--- config.mk ---
export PLATFORM = sky130hd
export DESIGN_NAME = lru_key_value_cache_flat
export DESIGN_NICKNAME = d
export VERILOG_FILES = /design/src/lkv_pkg.sv /design/src/lkv_if.sv /design/src/lkv_ram.sv /design/src/lkv_ctrl.sv /design/src/lkv_dpath.sv /design/src/lru_key_value_cache.sv /design/src/flat_wrapper.sv
export SDC_FILE = /design/constraint.sdc
export NUM_CORES = 2
export LEC_CHECK = 0
export ABC_CLOCK_PERIOD_IN_PS = 5800
export BUFFER_PORTS_ARGS = -buffer_cell sky130_fd_sc_hd__buf_2
export CORE_ASPECT_RATIO = 0.75
export CORE_MARGIN = 3
export CORE_UTILIZATION = 50
export DETAILED_ROUTE_END_ITERATION = 8
export PLACE_DENSITY = 0.69
export SLEW_MARGIN = 15
export SYNTH_ARGS = -nofsm -noshare
export SYNTH_HDL_FRONTEND = slang
export SYNTH_HIERARCHICAL = 1
export SYNTH_SLANG_ARGS = --single-unit
--- constraint.sdc ---
create_clock -name clock -period 5.8 [get_ports clock]
set_input_delay 1.16 -clock clock [delete_from_list [all_inputs] [get_ports clock]]
set_output_delay 1.16 -clock clock [all_outputs]
set_load 0.01 [all_outputs]
--- src/lkv_pkg.sv ---
// ----------------------------------------------------------------------------
// lkv_pkg
// Shared constants and controller/datapath command and status types for the
// LRU key-value cache.
// ----------------------------------------------------------------------------
package lkv_pkg;

   localparam int DEFAULT_MAX_ENTRIES = 16;
   localparam int KEY_W               = 32;
   localparam int VAL_W               = 32;
   localparam int CAP_W               = 5;
   localparam logic [CAP_W-1:0] CAP_RESET = 5'd16;

   // request kinds
   localparam logic OP_GET = 1'b0;
   localparam logic OP_PUT = 1'b1;

   // controller to datapath
   typedef struct packed {
      logic start;    // latch request, restart scan
      logic scan;     // issue next key read
      logic apply;    // update ranks, valid bits and memories
      logic finish;   // load response register
   } cmd_type;

   // datapath to controller
   typedef struct packed {
      logic scan_last;  // key read for the highest slot is being issued
   } status_type;

endpackage

--- src/lkv_if.sv ---
// ----------------------------------------------------------------------------
// lkv channel interfaces
// Request, response and register-write channels, each with valid and ready.
// ----------------------------------------------------------------------------
interface lkv_req_if;
   logic               valid;
   logic               ready;
   logic               op;
   logic signed [31:0] lookup_key;
   logic signed [31:0] write_value;

   modport source (output valid, output op, output lookup_key, output write_value,
                   input ready);
   modport sink   (input valid, input op, input lookup_key, input write_value,
                   output ready);
endinterface

interface lkv_rsp_if;
   logic               valid;
   logic               ready;
   logic               hit;
   logic signed [31:0] read_value;

   modport source (output valid, output hit, output read_value, input ready);
   modport sink   (input valid, input hit, input read_value, output ready);
endinterface

interface lkv_csr_if;
   logic       valid;
   logic       ready;
   logic [4:0] active_capacity;

   modport source (output valid, output active_capacity, input ready);
   modport sink   (input valid, input active_capacity, output ready);
endinterface

--- src/lkv_ram.sv ---
// ----------------------------------------------------------------------------
// lkv_ram
// Generic single-write, single-read RAM with registered read data.
// ----------------------------------------------------------------------------
module lkv_ram #(
   parameter int WIDTH = 32,
   parameter int DEPTH = 16,
   localparam int AW   = (DEPTH > 1) ? $clog2(DEPTH) : 1
) (
   input  logic             clock,
   input  logic             wr_en,
   input  logic [AW-1:0]    wr_addr,
   input  logic [WIDTH-1:0] wr_data,
   input  logic             rd_en,
   input  logic [AW-1:0]    rd_addr,
   output logic [WIDTH-1:0] rd_data
);

   logic [WIDTH-1:0] mem_ff [DEPTH];
   logic [WIDTH-1:0] rd_data_ff;

   always_ff @(posedge clock) begin
      if (wr_en) begin
         mem_ff[wr_addr] <= wr_data;
      end
      if (rd_en) begin
         rd_data_ff <= mem_ff[rd_addr];
      end
   end

   assign rd_data = rd_data_ff;

endmodule

--- src/lkv_ctrl.sv ---
// ----------------------------------------------------------------------------
// lkv_ctrl
// Sequencer: accept, scan all slots, apply the update, hand over the result.
// ----------------------------------------------------------------------------
module lkv_ctrl
   import lkv_pkg::*;
(
   input  logic       clock,
   input  logic       reset,
   input  logic       req_valid,
   output logic       req_ready,
   output logic       rsp_valid,
   input  logic       rsp_ready,
   output cmd_type    cmd,
   input  status_type status
);

   localparam logic [2:0] ST_IDLE   = 3'd0;
   localparam logic [2:0] ST_SCAN   = 3'd1;
   localparam logic [2:0] ST_TAIL   = 3'd2;
   localparam logic [2:0] ST_APPLY  = 3'd3;
   localparam logic [2:0] ST_RESULT = 3'd4;

   logic [2:0] state_ff, state_in;
   logic       rsp_valid_ff, rsp_valid_in;
   logic       rsp_free;

   assign rsp_free  = !rsp_valid_ff || rsp_ready;
   assign req_ready = (state_ff == ST_IDLE);
   assign rsp_valid = rsp_valid_ff;

   always_comb begin
      state_in = state_ff;
      cmd      = '0;
      case (state_ff)
         ST_IDLE: begin
            if (req_valid) begin
               cmd.start = 1'b1;
               state_in  = ST_SCAN;
            end
         end
         ST_SCAN: begin
            cmd.scan = 1'b1;
            if (status.scan_last) begin
               state_in = ST_TAIL;
            end
         end
         ST_TAIL: begin
            state_in = ST_APPLY;
         end
         ST_APPLY: begin
            cmd.apply = 1'b1;
            state_in  = ST_RESULT;
         end
         ST_RESULT: begin
            if (rsp_free) begin
               cmd.finish = 1'b1;
               state_in   = ST_IDLE;
            end
         end
         default: begin
            state_in = ST_IDLE;
         end
      endcase
   end

   always_comb begin
      if (cmd.finish) begin
         rsp_valid_in = 1'b1;
      end else if (rsp_ready) begin
         rsp_valid_in = 1'b0;
      end else begin
         rsp_valid_in = rsp_valid_ff;
      end
   end

   always_ff @(posedge clock) begin
      if (reset) begin
         state_ff     <= ST_IDLE;
         rsp_valid_ff <= 1'b0;
      end else begin
         state_ff     <= state_in;
         rsp_valid_ff <= rsp_valid_in;
      end
   end

endmodule

--- src/lkv_dpath.sv ---
// ----------------------------------------------------------------------------
// lkv_dpath
// Key and value memories, valid bits, recency ranks, scan trackers and the
// response register.
// ----------------------------------------------------------------------------
module lkv_dpath
   import lkv_pkg::*;
#(
   parameter int MAX_ENTRIES = DEFAULT_MAX_ENTRIES
) (
   input  logic               clock,
   input  logic               reset,
   input  cmd_type            cmd,
   output status_type         status,
   input  logic               req_op,
   input  logic [KEY_W-1:0]   req_key,
   input  logic [VAL_W-1:0]   req_value,
   input  logic               csr_write,
   input  logic [CAP_W-1:0]   csr_data,
   output logic               rsp_hit,
   output logic [VAL_W-1:0]   rsp_value
);

   localparam int IW = $clog2(MAX_ENTRIES);
   localparam int CW = $clog2(MAX_ENTRIES + 1);
   localparam int EW = (CW > CAP_W) ? CW : CAP_W;

   // request
   logic             op_ff;
   logic [KEY_W-1:0] key_ff;
   logic [VAL_W-1:0] val_ff;

   // configuration
   logic [CAP_W-1:0] cap_ff, cap_in;

   // entry state
   logic [MAX_ENTRIES-1:0] valid_ff, valid_in;
   logic [IW-1:0]          rank_ff [MAX_ENTRIES];
   logic [IW-1:0]          rank_in [MAX_ENTRIES];
   logic [CW-1:0]          count_ff, count_in;

   // scan
   logic [IW-1:0] addr_ff, addr_in;
   logic          cmp_valid_ff, cmp_valid_in;
   logic [IW-1:0] cmp_idx_ff, cmp_idx_in;

   logic          match_found_ff, match_found_in;
   logic [IW-1:0] match_slot_ff, match_slot_in;
   logic [IW-1:0] match_rank_ff, match_rank_in;
   logic          free_found_ff, free_found_in;
   logic [IW-1:0] free_slot_ff, free_slot_in;
   logic          old_found_ff, old_found_in;
   logic [IW-1:0] old_slot_ff, old_slot_in;

   // response
   logic             hit_ff, hit_in;
   logic [VAL_W-1:0] rsp_value_ff, rsp_value_in;
   logic             get_hit_ff, get_hit_in;

   // memories
   logic [KEY_W-1:0] key_rd;
   logic [VAL_W-1:0] val_rd;
   logic             key_wr_en, val_wr_en, val_rd_en;
   logic [IW-1:0]    wr_slot;

   // apply decisions
   logic [EW-1:0] cap_ext, eff_cap;
   logic          evict, insert;
   logic [IW-1:0] ins_slot;

   lkv_ram #(.WIDTH(KEY_W), .DEPTH(MAX_ENTRIES)) u_key_ram (
      .clock   (clock),
      .wr_en   (key_wr_en),
      .wr_addr (wr_slot),
      .wr_data (key_ff),
      .rd_en   (cmd.scan),
      .rd_addr (addr_ff),
      .rd_data (key_rd)
   );

   lkv_ram #(.WIDTH(VAL_W), .DEPTH(MAX_ENTRIES)) u_val_ram (
      .clock   (clock),
      .wr_en   (val_wr_en),
      .wr_addr (wr_slot),
      .wr_data (val_ff),
      .rd_en   (val_rd_en),
      .rd_addr (match_slot_ff),
      .rd_data (val_rd)
   );

   assign status.scan_last = (addr_ff == IW'(MAX_ENTRIES - 1));

   // capacity clamp: zero acts as one, above the slot count acts as the slot count
   assign cap_ext = EW'(cap_ff);
   always_comb begin
      if (cap_ff == '0) begin
         eff_cap = EW'(1);
      end else if (cap_ext > EW'(MAX_ENTRIES)) begin
         eff_cap = EW'(MAX_ENTRIES);
      end else begin
         eff_cap = cap_ext;
      end
   end

   assign evict  = (op_ff == OP_PUT) && !match_found_ff && (EW'(count_ff) >= eff_cap)
                   && old_found_ff;
   assign insert = (op_ff == OP_PUT) && !match_found_ff && (evict || free_found_ff);

   // lowest free slot, counting the one the eviction frees
   always_comb begin
      if (evict && (!free_found_ff || (old_slot_ff < free_slot_ff))) begin
         ins_slot = old_slot_ff;
      end else begin
         ins_slot = free_slot_ff;
      end
   end

   assign wr_slot   = match_found_ff ? match_slot_ff : ins_slot;
   assign key_wr_en = cmd.apply && insert;
   assign val_wr_en = cmd.apply && (op_ff == OP_PUT) && (match_found_ff || insert);
   assign val_rd_en = cmd.apply && (op_ff == OP_GET) && match_found_ff;

   assign cap_in = csr_write ? csr_data : cap_ff;

   // scan address and compare pipeline
   always_comb begin
      addr_in      = addr_ff;
      cmp_valid_in = cmd.scan;
      cmp_idx_in   = addr_ff;
      if (cmd.start) begin
         addr_in = '0;
      end else if (cmd.scan) begin
         addr_in = addr_ff + IW'(1);
      end
   end

   // trackers: matching key, first free slot, least recent slot
   always_comb begin
      match_found_in = match_found_ff;
      match_slot_in  = match_slot_ff;
      match_rank_in  = match_rank_ff;
      free_found_in  = free_found_ff;
      free_slot_in   = free_slot_ff;
      old_found_in   = old_found_ff;
      old_slot_in    = old_slot_ff;
      if (cmd.start) begin
         match_found_in = 1'b0;
         free_found_in  = 1'b0;
         old_found_in   = 1'b0;
      end else if (cmp_valid_ff) begin
         if (valid_ff[cmp_idx_ff] && (key_rd == key_ff)) begin
            match_found_in = 1'b1;
            match_slot_in  = cmp_idx_ff;
            match_rank_in  = rank_ff[cmp_idx_ff];
         end
         if (!valid_ff[cmp_idx_ff] && !free_found_ff) begin
            free_found_in = 1'b1;
            free_slot_in  = cmp_idx_ff;
         end
         if (valid_ff[cmp_idx_ff] && (CW'(rank_ff[cmp_idx_ff]) == (count_ff - CW'(1)))) begin
            old_found_in = 1'b1;
            old_slot_in  = cmp_idx_ff;
         end
      end
   end

   // recency ranks, valid bits and fill count
   always_comb begin
      valid_in = valid_ff;
      count_in = count_ff;
      for (int i = 0; i < MAX_ENTRIES; i++) begin
         rank_in[i] = rank_ff[i];
      end
      if (cmd.apply) begin
         if (match_found_ff) begin
            // hit: younger entries age by one, the hit entry becomes most recent
            for (int i = 0; i < MAX_ENTRIES; i++) begin
               if (IW'(i) == match_slot_ff) begin
                  rank_in[i] = '0;
               end else if (valid_ff[i] && (rank_ff[i] < match_rank_ff)) begin
                  rank_in[i] = rank_ff[i] + IW'(1);
               end
            end
         end else if (insert) begin
            for (int i = 0; i < MAX_ENTRIES; i++) begin
               if (evict && (IW'(i) == old_slot_ff)) begin
                  valid_in[i] = 1'b0;
                  rank_in[i]  = '0;
               end else if (valid_ff[i]) begin
                  rank_in[i] = rank_ff[i] + IW'(1);
               end
               if (IW'(i) == ins_slot) begin
                  valid_in[i] = 1'b1;
                  rank_in[i]  = '0;
               end
            end
            count_in = count_ff - CW'(evict) + CW'(1);
         end
      end
   end

   // response
   always_comb begin
      hit_in       = hit_ff;
      get_hit_in   = get_hit_ff;
      rsp_value_in = rsp_value_ff;
      if (cmd.apply) begin
         get_hit_in = (op_ff == OP_GET) && match_found_ff;
      end
      if (cmd.finish) begin
         hit_in       = match_found_ff;
         rsp_value_in = get_hit_ff ? val_rd : '0;
      end
   end

   assign rsp_hit   = hit_ff;
   assign rsp_value = rsp_value_ff;

   always_ff @(posedge clock) begin
      if (cmd.start) begin
         op_ff  <= req_op;
         key_ff <= req_key;
         val_ff <= req_value;
      end
      addr_ff       <= addr_in;
      cmp_idx_ff    <= cmp_idx_in;
      match_slot_ff <= match_slot_in;
      match_rank_ff <= match_rank_in;
      free_slot_ff  <= free_slot_in;
      old_slot_ff   <= old_slot_in;
      hit_ff        <= hit_in;
      get_hit_ff    <= get_hit_in;
      rsp_value_ff  <= rsp_value_in;
   end

   always_ff @(posedge clock) begin
      if (reset) begin
         cap_ff         <= CAP_RESET;
         valid_ff       <= '0;
         count_ff       <= '0;
         cmp_valid_ff   <= 1'b0;
         match_found_ff <= 1'b0;
         free_found_ff  <= 1'b0;
         old_found_ff   <= 1'b0;
         for (int i = 0; i < MAX_ENTRIES; i++) begin
            rank_ff[i] <= '0;
         end
      end else begin
         cap_ff         <= cap_in;
         valid_ff       <= valid_in;
         count_ff       <= count_in;
         cmp_valid_ff   <= cmp_valid_in;
         match_found_ff <= match_found_in;
         free_found_ff  <= free_found_in;
         old_found_ff   <= old_found_in;
         for (int i = 0; i < MAX_ENTRIES; i++) begin
            rank_ff[i] <= rank_in[i];
         end
      end
   end

endmodule

--- src/lru_key_value_cache.sv ---
// ----------------------------------------------------------------------------
// lru_key_value_cache
// Key-value store of MAX_ENTRIES pairs with least-recently-used replacement.
// ----------------------------------------------------------------------------
// Usage:
//   req_if  : one transfer per request - op (get/put), lookup_key, write_value.
//   rsp_if  : one transfer per request - hit, read_value (value on a get hit,
//             zero otherwise).
//   csr_if  : writes active_capacity; always ready. Write only while idle.
// Sequence:
//   After a request transfer the block reads every key slot from the key
//   memory, one slot per cycle, then finishes the last compare, applies the
//   update and loads the response register. The next request is taken only
//   once the response register has been loaded and the block is idle. The
//   single read port of the key memory sets the slot-by-slot scan.
// Reset:
//   Clears every valid bit, recency rank and the fill count, and sets the
//   capacity to 16. Key and value memories are not cleared.
// Stall:
//   A response not yet taken holds in the output register; the next request
//   is still accepted and scanned, and its result waits for the register.
// ----------------------------------------------------------------------------
module lru_key_value_cache
   import lkv_pkg::*;
#(
   parameter int MAX_ENTRIES = DEFAULT_MAX_ENTRIES
) (
   input  logic     clock,
   input  logic     reset,
   lkv_req_if.sink  req_if,
   lkv_rsp_if.source rsp_if,
   lkv_csr_if.sink  csr_if
);

   cmd_type          cmd;
   status_type       status;
   logic [VAL_W-1:0] rsp_value;

   // configuration writes never stall
   assign csr_if.ready = 1'b1;

   // sequencer: owns the request and response handshakes and the response valid flag
   lkv_ctrl u_ctrl (
      .clock     (clock),
      .reset     (reset),
      .req_valid (req_if.valid),
      .req_ready (req_if.ready),
      .rsp_valid (rsp_if.valid),
      .rsp_ready (rsp_if.ready),
      .cmd       (cmd),
      .status    (status)
   );

   // datapath: memories, recency state and the response payload
   lkv_dpath #(.MAX_ENTRIES(MAX_ENTRIES)) u_dpath (
      .clock     (clock),
      .reset     (reset),
      .cmd       (cmd),
      .status    (status),
      .req_op    (req_if.op),
      .req_key   (req_if.lookup_key),
      .req_value (req_if.write_value),
      .csr_write (csr_if.valid),
      .csr_data  (csr_if.active_capacity),
      .rsp_hit   (rsp_if.hit),
      .rsp_value (rsp_value)
   );

   assign rsp_if.read_value = rsp_value;

endmodule
--- src/flat_wrapper.sv ---
// flat-port wrapper written by rule: the top's interface ports become plain ports
module lru_key_value_cache_flat import lkv_pkg::*;
#(
   parameter int MAX_ENTRIES = DEFAULT_MAX_ENTRIES
)
  (clock, reset, req_if_valid, req_if_op, req_if_lookup_key, req_if_write_value, req_if_ready, rsp_if_valid, rsp_if_hit, rsp_if_read_value, rsp_if_ready, csr_if_valid, csr_if_active_capacity, csr_if_ready);
  lkv_req_if req_if_i ();
  lkv_rsp_if rsp_if_i ();
  lkv_csr_if csr_if_i ();
  input  logic clock;
  input  logic reset;
  input wire logic [$bits(req_if_i.valid)-1:0] req_if_valid;
  input wire logic [$bits(req_if_i.op)-1:0] req_if_op;
  input wire logic [$bits(req_if_i.lookup_key)-1:0] req_if_lookup_key;
  input wire logic [$bits(req_if_i.write_value)-1:0] req_if_write_value;
  output wire logic [$bits(req_if_i.ready)-1:0] req_if_ready;
  output wire logic [$bits(rsp_if_i.valid)-1:0] rsp_if_valid;
  output wire logic [$bits(rsp_if_i.hit)-1:0] rsp_if_hit;
  output wire logic [$bits(rsp_if_i.read_value)-1:0] rsp_if_read_value;
  input wire logic [$bits(rsp_if_i.ready)-1:0] rsp_if_ready;
  input wire logic [$bits(csr_if_i.valid)-1:0] csr_if_valid;
  input wire logic [$bits(csr_if_i.active_capacity)-1:0] csr_if_active_capacity;
  output wire logic [$bits(csr_if_i.ready)-1:0] csr_if_ready;
  assign req_if_i.valid = req_if_valid;
  assign req_if_i.op = req_if_op;
  assign req_if_i.lookup_key = req_if_lookup_key;
  assign req_if_i.write_value = req_if_write_value;
  assign req_if_ready = req_if_i.ready;
  assign rsp_if_valid = rsp_if_i.valid;
  assign rsp_if_hit = rsp_if_i.hit;
  assign rsp_if_read_value = rsp_if_i.read_value;
  assign rsp_if_i.ready = rsp_if_ready;
  assign csr_if_i.valid = csr_if_valid;
  assign csr_if_i.active_capacity = csr_if_active_capacity;
  assign csr_if_ready = csr_if_i.ready;
  lru_key_value_cache #(.MAX_ENTRIES(MAX_ENTRIES)) u_core (.clock(clock), .reset(reset), .req_if(req_if_i), .rsp_if(rsp_if_i), .csr_if(csr_if_i));
endmodule
; ---- After elaboration in Yosys (flattened, before gate mapping)
; Memory sizes are Yosys's and may differ from the RTL's. A register that Yosys moved wholly into a read port is not among the register bits.
; Cells that the tools add are included.
[word_totals]
regBits = 157
mem_bits_rw = 1088
n_memories = 3
[mem_list]
columns = memory, depth, word_bits, rd, rd_clocked_by_memory_dff, write_ports, line_no
row1 = u_core.u_dpath.u_key_ram.mem_ff, 16, 32, 1, 1, 1, lkv_ram.sv:19  ; logic [WIDTH-1:0] mem_ff [DEPTH];
row2 = u_core.u_dpath.u_val_ram.mem_ff, 16, 32, 1, 1, 1, lkv_ram.sv:19
row3 = u_core.u_dpath.rank_ff, 16, 4, 17, 1, 16, lkv_dpath.sv:38  ; logic [IW-1:0] rank_ff [MAX_ENTRIES];
[classes]
bitwise_logic = 19
muxes = 156
add_sub_neg = 20
reduce_logical = 101
n_lt_le_gt_ge = 20
n_eq_ne = 55
[op_table]
columns = op, count
row1 = 4-bit two-way mux, 98
row2 = 64-bit two-way mux, 3
row3 = 4-bit equality test (first input constant), 24
row4 = 4-bit by 1-bit adder with 4-bit output (second input constant), 17
row5 = 4-bit less-than comparator, 17
row6 = 4-bit AND reduction, 16
row7 = 3-bit by 4-bit equality test with 1-bit output (first input constant), 12
row8 = 1-bit two-way mux, 48
row9 = 1-bit logical AND, 46
row10 = 2-bit nonzero test, 17
row11 = 32-bit equality test, 1
row12 = 2-bit by 4-bit equality test with 1-bit output (first input constant), 6
row13 = 1-bit OR, 16
row14 = 3-bit one-hot mux with 5 select lines, 1
row15 = 3-bit AND reduction, 5
row16 = 1-bit by 4-bit equality test with 1-bit output (first input constant), 3
row17 = 4-bit zero test, 3
row18 = 5-bit two-way mux, 2
row19 = 3-bit two-way mux, 3
row20 = 3-bit by 2-bit equality test with 1-bit output (second input constant), 2
row21 = 2-bit AND reduction, 3
row22 = 5-bit by 1-bit adder with 5-bit output (second input constant), 1
row23 = 4-bit by 5-bit equality test with 1-bit output, 1
row24 = 5-bit greater-or-equal comparator, 1
row25 = 16 further kinds, 25

; ---- Longest topological paths before layout
[logic_depth]
ltp_word = 14
depth_mapped = 17
mapped_depth_nobuf = 15

; ---- By module
; The synthesis kept the hierarchy.
[modules_own_cells]
columns = mod, seq_area_each_um2, n_inst, cells_per_inst, area_each_um2
row1 = lkv_ram, 16335.7, 2, 838, 20155.6
row2 = lkv_dpath, 5495.3, 1, 1129, 11852.6
row3 = lkv_ctrl, 80.1, 1, 21, 217.7
row4 = lru_key_value_cache, 0.0, 1, 2, 11.3

; ---- Worst setup path before layout
; Ideal clock, no wire load.
[synth_timing]
path_kind = register to register
startpoint = register u_core.u_dpath.cap_ff[4] (netlist: u_core/u_dpath/cap_ext[4])
endpoint = memory u_core.u_dpath.u_key_ram.mem_ff[0][0], enable pin
period_less_slack_ns = 5.391
n_path_buf = 3
setup_ns = 0.461
path_stages_with_launch = 14
t_arrival_ns = 4.930
slack_ns = 0.409
path_cell_list = dfxtp_1 > inv_1 > nand2_1 > ha_1 > nand2_1 > or2_1 > o22ai_2 > buf_6 > inv_2 > buf_2 > a21boi_1 > buf_2 > or3b_2 > nor3_1
[synth_between]
elab_chain_len = 11
[synth_lines]
columns = item, line_no
row1 = from (decl), lkv_dpath.sv:34  ; logic [CAP_W-1:0] cap_ff, cap_in;
row2 = from (signal assigned), lkv_dpath.sv:249  ; cap_ff <= cap_in;
row3 = 5-bit > comparator, lkv_dpath.sv:98  ; end else if (cap_ext > EW'(MAX_ENTRIES)) begin
row4 = 5-bit two-way mux, lkv_dpath.sv:98
row5 = 5-bit two-way mux *, lkv_dpath.sv:96  ; if (cap_ff == '0) begin
row6 = 5-bit greater-or-equal comparator *, lkv_dpath.sv:105  ; assign evict = (op_ff == OP_PUT) && !match_found_ff && (EW'(count_ff) >= eff_cap)
row7 = 1-bit logical AND *, lkv_dpath.sv:105
row8 = 1-bit logical AND *, lkv_dpath.sv:106  ; && old_found_ff;
row9 = 1-bit logical OR *, lkv_dpath.sv:107  ; assign insert = (op_ff == OP_PUT) && !match_found_ff && (evict || free_found_ff);
row10 = 1-bit logical AND *, lkv_dpath.sv:107
row11 = 1-bit logical AND *, lkv_dpath.sv:119  ; assign key_wr_en = cmd.apply && insert;
row12 = named net u_core.u_dpath.key_wr_en, lkv_dpath.sv:63  ; logic key_wr_en, val_wr_en, val_rd_en;
row13 = 1-bit two-way mux *, lkv_ram.sv:23  ; if (wr_en) begin
row14 = 1-bit two-way mux (not written as such) *, lkv_ram.sv:24  ; mem_ff[wr_addr] <= wr_data;
row15 = to (decl), lkv_ram.sv:19
; Mark *: on every way through the listed nets, which the timed path passes. The rest lies on a longest branch.

; ---- Final worst setup path
[layout_timing]
startpoint = register u_core.u_dpath.free_slot_ff[3]
endpoint = memory u_core.u_dpath.u_key_ram.mem_ff[2][31], enable pin
[layout_between]
elab_chain_len = 5
[layout_lines]
columns = item, line_no
row1 = from (decl), lkv_dpath.sv:51  ; logic [IW-1:0] free_slot_ff, free_slot_in;
row2 = from (signal assigned), lkv_dpath.sv:229  ; free_slot_ff <= free_slot_in;
row3 = 4-bit less-than comparator, lkv_dpath.sv:111  ; if (evict && (!free_found_ff || (old_slot_ff < free_slot_ff))) begin
row4 = 1-bit logical OR, lkv_dpath.sv:111
row5 = 1-bit logical AND, lkv_dpath.sv:111
row6 = 4-bit two-way mux, lkv_dpath.sv:111
row7 = 4-bit two-way mux, lkv_dpath.sv:118  ; assign wr_slot = match_found_ff ? match_slot_ff : ins_slot;
row8 = named net u_core.u_dpath.wr_slot[1], lkv_dpath.sv:64  ; logic [IW-1:0] wr_slot;
; The timed path passes the listed nets, and every way through them passes these cells.

==> flow_metrics.py <==
metrics = {
    "run_status": {
        "status": "complete, no violations",
    },
    "synth": {
        "synth_top_area_share_pct": 68.9,
        "synth_common_cells": "1203 x edfxtp_1, 278 x mux4_2, 129 x a22oi_1, 123 x nand2_1, 106 x dfxtp_1",
        "synth_most_common_cell": "edfxtp_1",
        "async_flop_share_pct": 0,
        "syn_inst": 2828,
        "syn_area_sq_um": 52400,
        "avgSynthCellArea_sq_um": 18.5,
        "synth-edff-count": 1203,
        "synth_fp_nets": 2983,
        "synth-seq-area-share_pct": 73.0,
        "synth_warnings": 6,
        "yosysTopAreaCell": "edfxtp_1",
        "ys_seq_elements": 1309,
        "yosys-top-cells-area": "edfxtp_1 69%, mux4_2 12%, dfxtp_1 4.1%",
        "synth_top_flop_cell": "edfxtp_1",
        "synth.distinct_cells": 84,
    },
    "final_layout": {
        "fin_nets": 3157,
        "postLayoutCoreUtil_pct": 56.9,
        "layout-drive-gt1-share_pct": 23.7,
        "areaGrowthSynthToFinish_pct": 12.5,
    },
    "setup_path": {
        "critPathMaxFanout": 32,
        "crit_type": "reg2reg",
        "path_buf_inv": 1,
        "worstPathArrival_ns": 5.01,
        "slowest_delay_ns": 1.05,
        "crit_required_ns": 6.15,
        "crit_path_cell_trace": "inv_1 -> ha_1 -> a2111o_1 -> nand3_2 -> nand2_2 -> mux2i_1 -> o21ai_1 -> nand2b_1 -> nor2_4",
        "startpoint_type": "flip-flop",
        "cp_slowest_cell": "nor2_4",
        "worstSetupEndpointType": "flip-flop",
        "crit_family": "simple AND/OR/NAND/NOR gates",
    },
    "power_and_ir_drop": {
        "combPwrFrac_pct": 5.7,
        "peakVddDrop_mv": 0.264,
        "p_leak_nw": 19.0,
        "power.density_nw_per_um2": 332,
        "p_total_mw": 19.6,
        "switchingPower_mw": 4.30,
        "seqPwrFrac_pct": 54.1,
        "power.share.clock_pct": 40.1,
        "switching_share_pct": 21.9,
        "internal_power_mw": 15.3,
    },
    "placement": {
        "portBuffers": 109,
        "pre_cts_ws_ns": 1.24,
        "post-dp-hpwl_um": 74200,
        "gp_congestion": 0.931,
    },
    "cts": {
        "cts-root-buf": "clkbuf_16",
        "cts.sinks": 1309,
        "cts_hold_buf": 0,
        "cts-buffers-inserted": 119,
        "post_cts_buffers": 0,
        "cts_tree": "done",
        "cts_max_level": 3,
        "clk_latency_ns": 0.75,
        "clk_pin_slew_worst_paths_ns": 0.07,
        "clk_path_buf_depth": 3,
        "cts_resized": 0,
    },
    "global_routing": {
        "grt_pass1_wl_um": 180000,
        "grt_use_total_pct": 21.8,
        "grt_pass1_vias": 28056,
        "grt_overflow": 0,
        "antenna_found_initial": 2,
        "grt_max_degree": 107,
    },
    "timing": {
        "rsz0062_at_grt": "no",
        "setup_slack_ns": 1.15,
        "skew_ns": 0.0661,
        "min_period_over_period_pct": 80.3,
        "setup_tns_ns": 0,
        "timing_worst_slew_pin_value_ns": 1.16,
        "drv_slew": 0,
        "hold_viol_final": 0,
        "hold_slack_ns": 0.521,
        "timing.fmax_mhz": 215,
        "setup_viol": 0,
        "relSlewSlack_pct": 22.5,
        "min_period_ns": 4.65,
    },
    "drt": {
        "initialDrtViolationCount": 3123,
        "drc": 0,
        "firstDrtPassIters": 5,
        "viasPerCell": 6.15,
        "vias": 27788,
        "wl_per_cell_um": 26.2,
        "postRouteAntennaNets": 0,
        "wl_um": 118000,
    },
    "floorplanning": {
        "num_rows": 102,
        "fp.dieH_um": 286,
        "pin_count": 111,
        "coreArea_sq_um": 104000,
        "floorplan.initialDensity_pct": 50.6,
        "dieArea_sq_um": 109000,
        "die_width_um": 380,
    },
    "min_path": {
        "hp-class": "reg2reg",
    },
    "run": {
        "maxCapViolCount": 0,
    },
}
-- sequential cells by signal, indices dropped and copies added (netlist names), 3 cells and up --
signal                            cells
u_core/u_dpath/u_key_ram/mem_ff     512
u_core/u_dpath/rsp_value             32
u_core/u_dpath/val_ff                32
u_core/u_dpath/u_val_ram/mem_ff     512
u_core/u_dpath/rank_ff               64
u_core/u_dpath/key_ff                32
u_core/u_dpath/addr_ff                4
u_core/u_dpath/u_key_ram/rd_data     32
u_core/u_dpath/cmp_idx_ff             4
u_core/u_ctrl/state_ff                3
u_core/u_dpath/match_rank_ff          4
u_core/u_dpath/valid_ff              16
u_core/u_dpath/cap_ext                5
u_core/u_dpath/match_slot_ff          4
u_core/u_dpath/old_slot_ff            4
u_core/u_dpath/u_val_ram/rd_data     32
u_core/u_dpath/free_slot_ff           4
u_core/u_dpath/count_ff               5
-- placed cells by master, fill, tap and decap left out, types with 52 or more instances in the layout --
| cell | instances |
|---|---|
| buf_4 | 74 |
| a22oi_1 | 129 |
| a21oi_1 | 69 |
| buf_2 | 108 |
| mux4_2 | 278 |
| nor2_1 | 73 |
| nand2b_1 | 52 |
| dfxtp_1 | 103 |
| edfxtp_1 | 1203 |
| ha_1 | 80 |
| clkbuf_16 | 120 |
| nand2_1 | 123 |
| o21ai_0 | 67 |
-- stage by stage --
step,area (sq um),instances
floorplan,52400,2828
detailed placement,55000,4285
CTS,59000,4512
finish,59000,4516
global route,59000,4512
global placement,55000,4285
-- kinds of logic after synthesis --
| group | Yosys count | synth area share (%) |
|---|---|---|
| DFF | 1309 | 73.0 |
| and+or+nand+nor | 516 | 5.11 |
| AOI/OAI and AO/OA | 391 | 5.15 |
| muxes | 309 | 12.5 |
| buffers and inverters | 177 | 1.53 |
| adders and majority gates | 80 | 1.91 |
| xor gates and xnor gates | 45 | 0.752 |
| other | 1 | 0.00716 |
-- tightest hold or removal path: cells and delay by family (launching register included) --
family                 cells  cell delay [ns]
DFF                        1             0.33
AOI/OAI and AO/OA          1             0.07
buffers and inverters      1             0.06
-- power groups by stage --
stage / clock network [mW] / registers, mW / logic (mW)
3_5_place_dp: 0 / 10.8 / 1.12
4_1_cts: 8.03 / 10.6 / 1.13
5_1_grt: 8.41 / 10.6 / 1.21
2_1_floorplan: 0 / 10.7 / 0.842
6_report: 7.87 / 10.6 / 1.13
3_3_place_gp: 0 / 10.8 / 1.11
-- per-layer routing --
layer | track usage (%) | wire length [um] | vias to the layer above
met1 | 32.8 | 51600 | 14576
met4 | 4.54 | 2010 | 0
met5 | 0 | 0 | -
met3 | 4.72 | 10300 | 152
li1 | - | - | 11834
met2 | 33.3 | 54500 | 1226
-- path summary, 6_finish.rpt --
| check | slack [ns] | to | depth (start not counted) | from |
|---|---|---|---|---|
| hold reg to reg | 0.52 | u_core/u_dpath/valid_ff[12] | 2 | u_core/u_dpath/valid_ff[12] |
| setup / recovery | 1.15 | u_core/u_dpath/u_key_ram/mem_ff[2][31] | 9 | u_core/u_dpath/free_slot_ff[3] |
| setup reg to reg | 1.15 | u_core/u_dpath/u_key_ram/mem_ff[2][31] | 9 | u_core/u_dpath/free_slot_ff[3] |
| hold / removal | 0.52 | u_core/u_dpath/valid_ff[12] | 2 | u_core/u_dpath/valid_ff[12] |
-- layout make-up --
cell class                 count  area, sq um
fill                        7667        44700
inverter                      44          165
multi-input combinational   1342        13600
timing repair buffer         186         1180
clock inverter                96          913
sequential                  1309        38300
antenna                        4         10.0
clock buffer                 131         3050
tap                         1404         1760
Note: power is estimated with default switching activity, not from simulation.
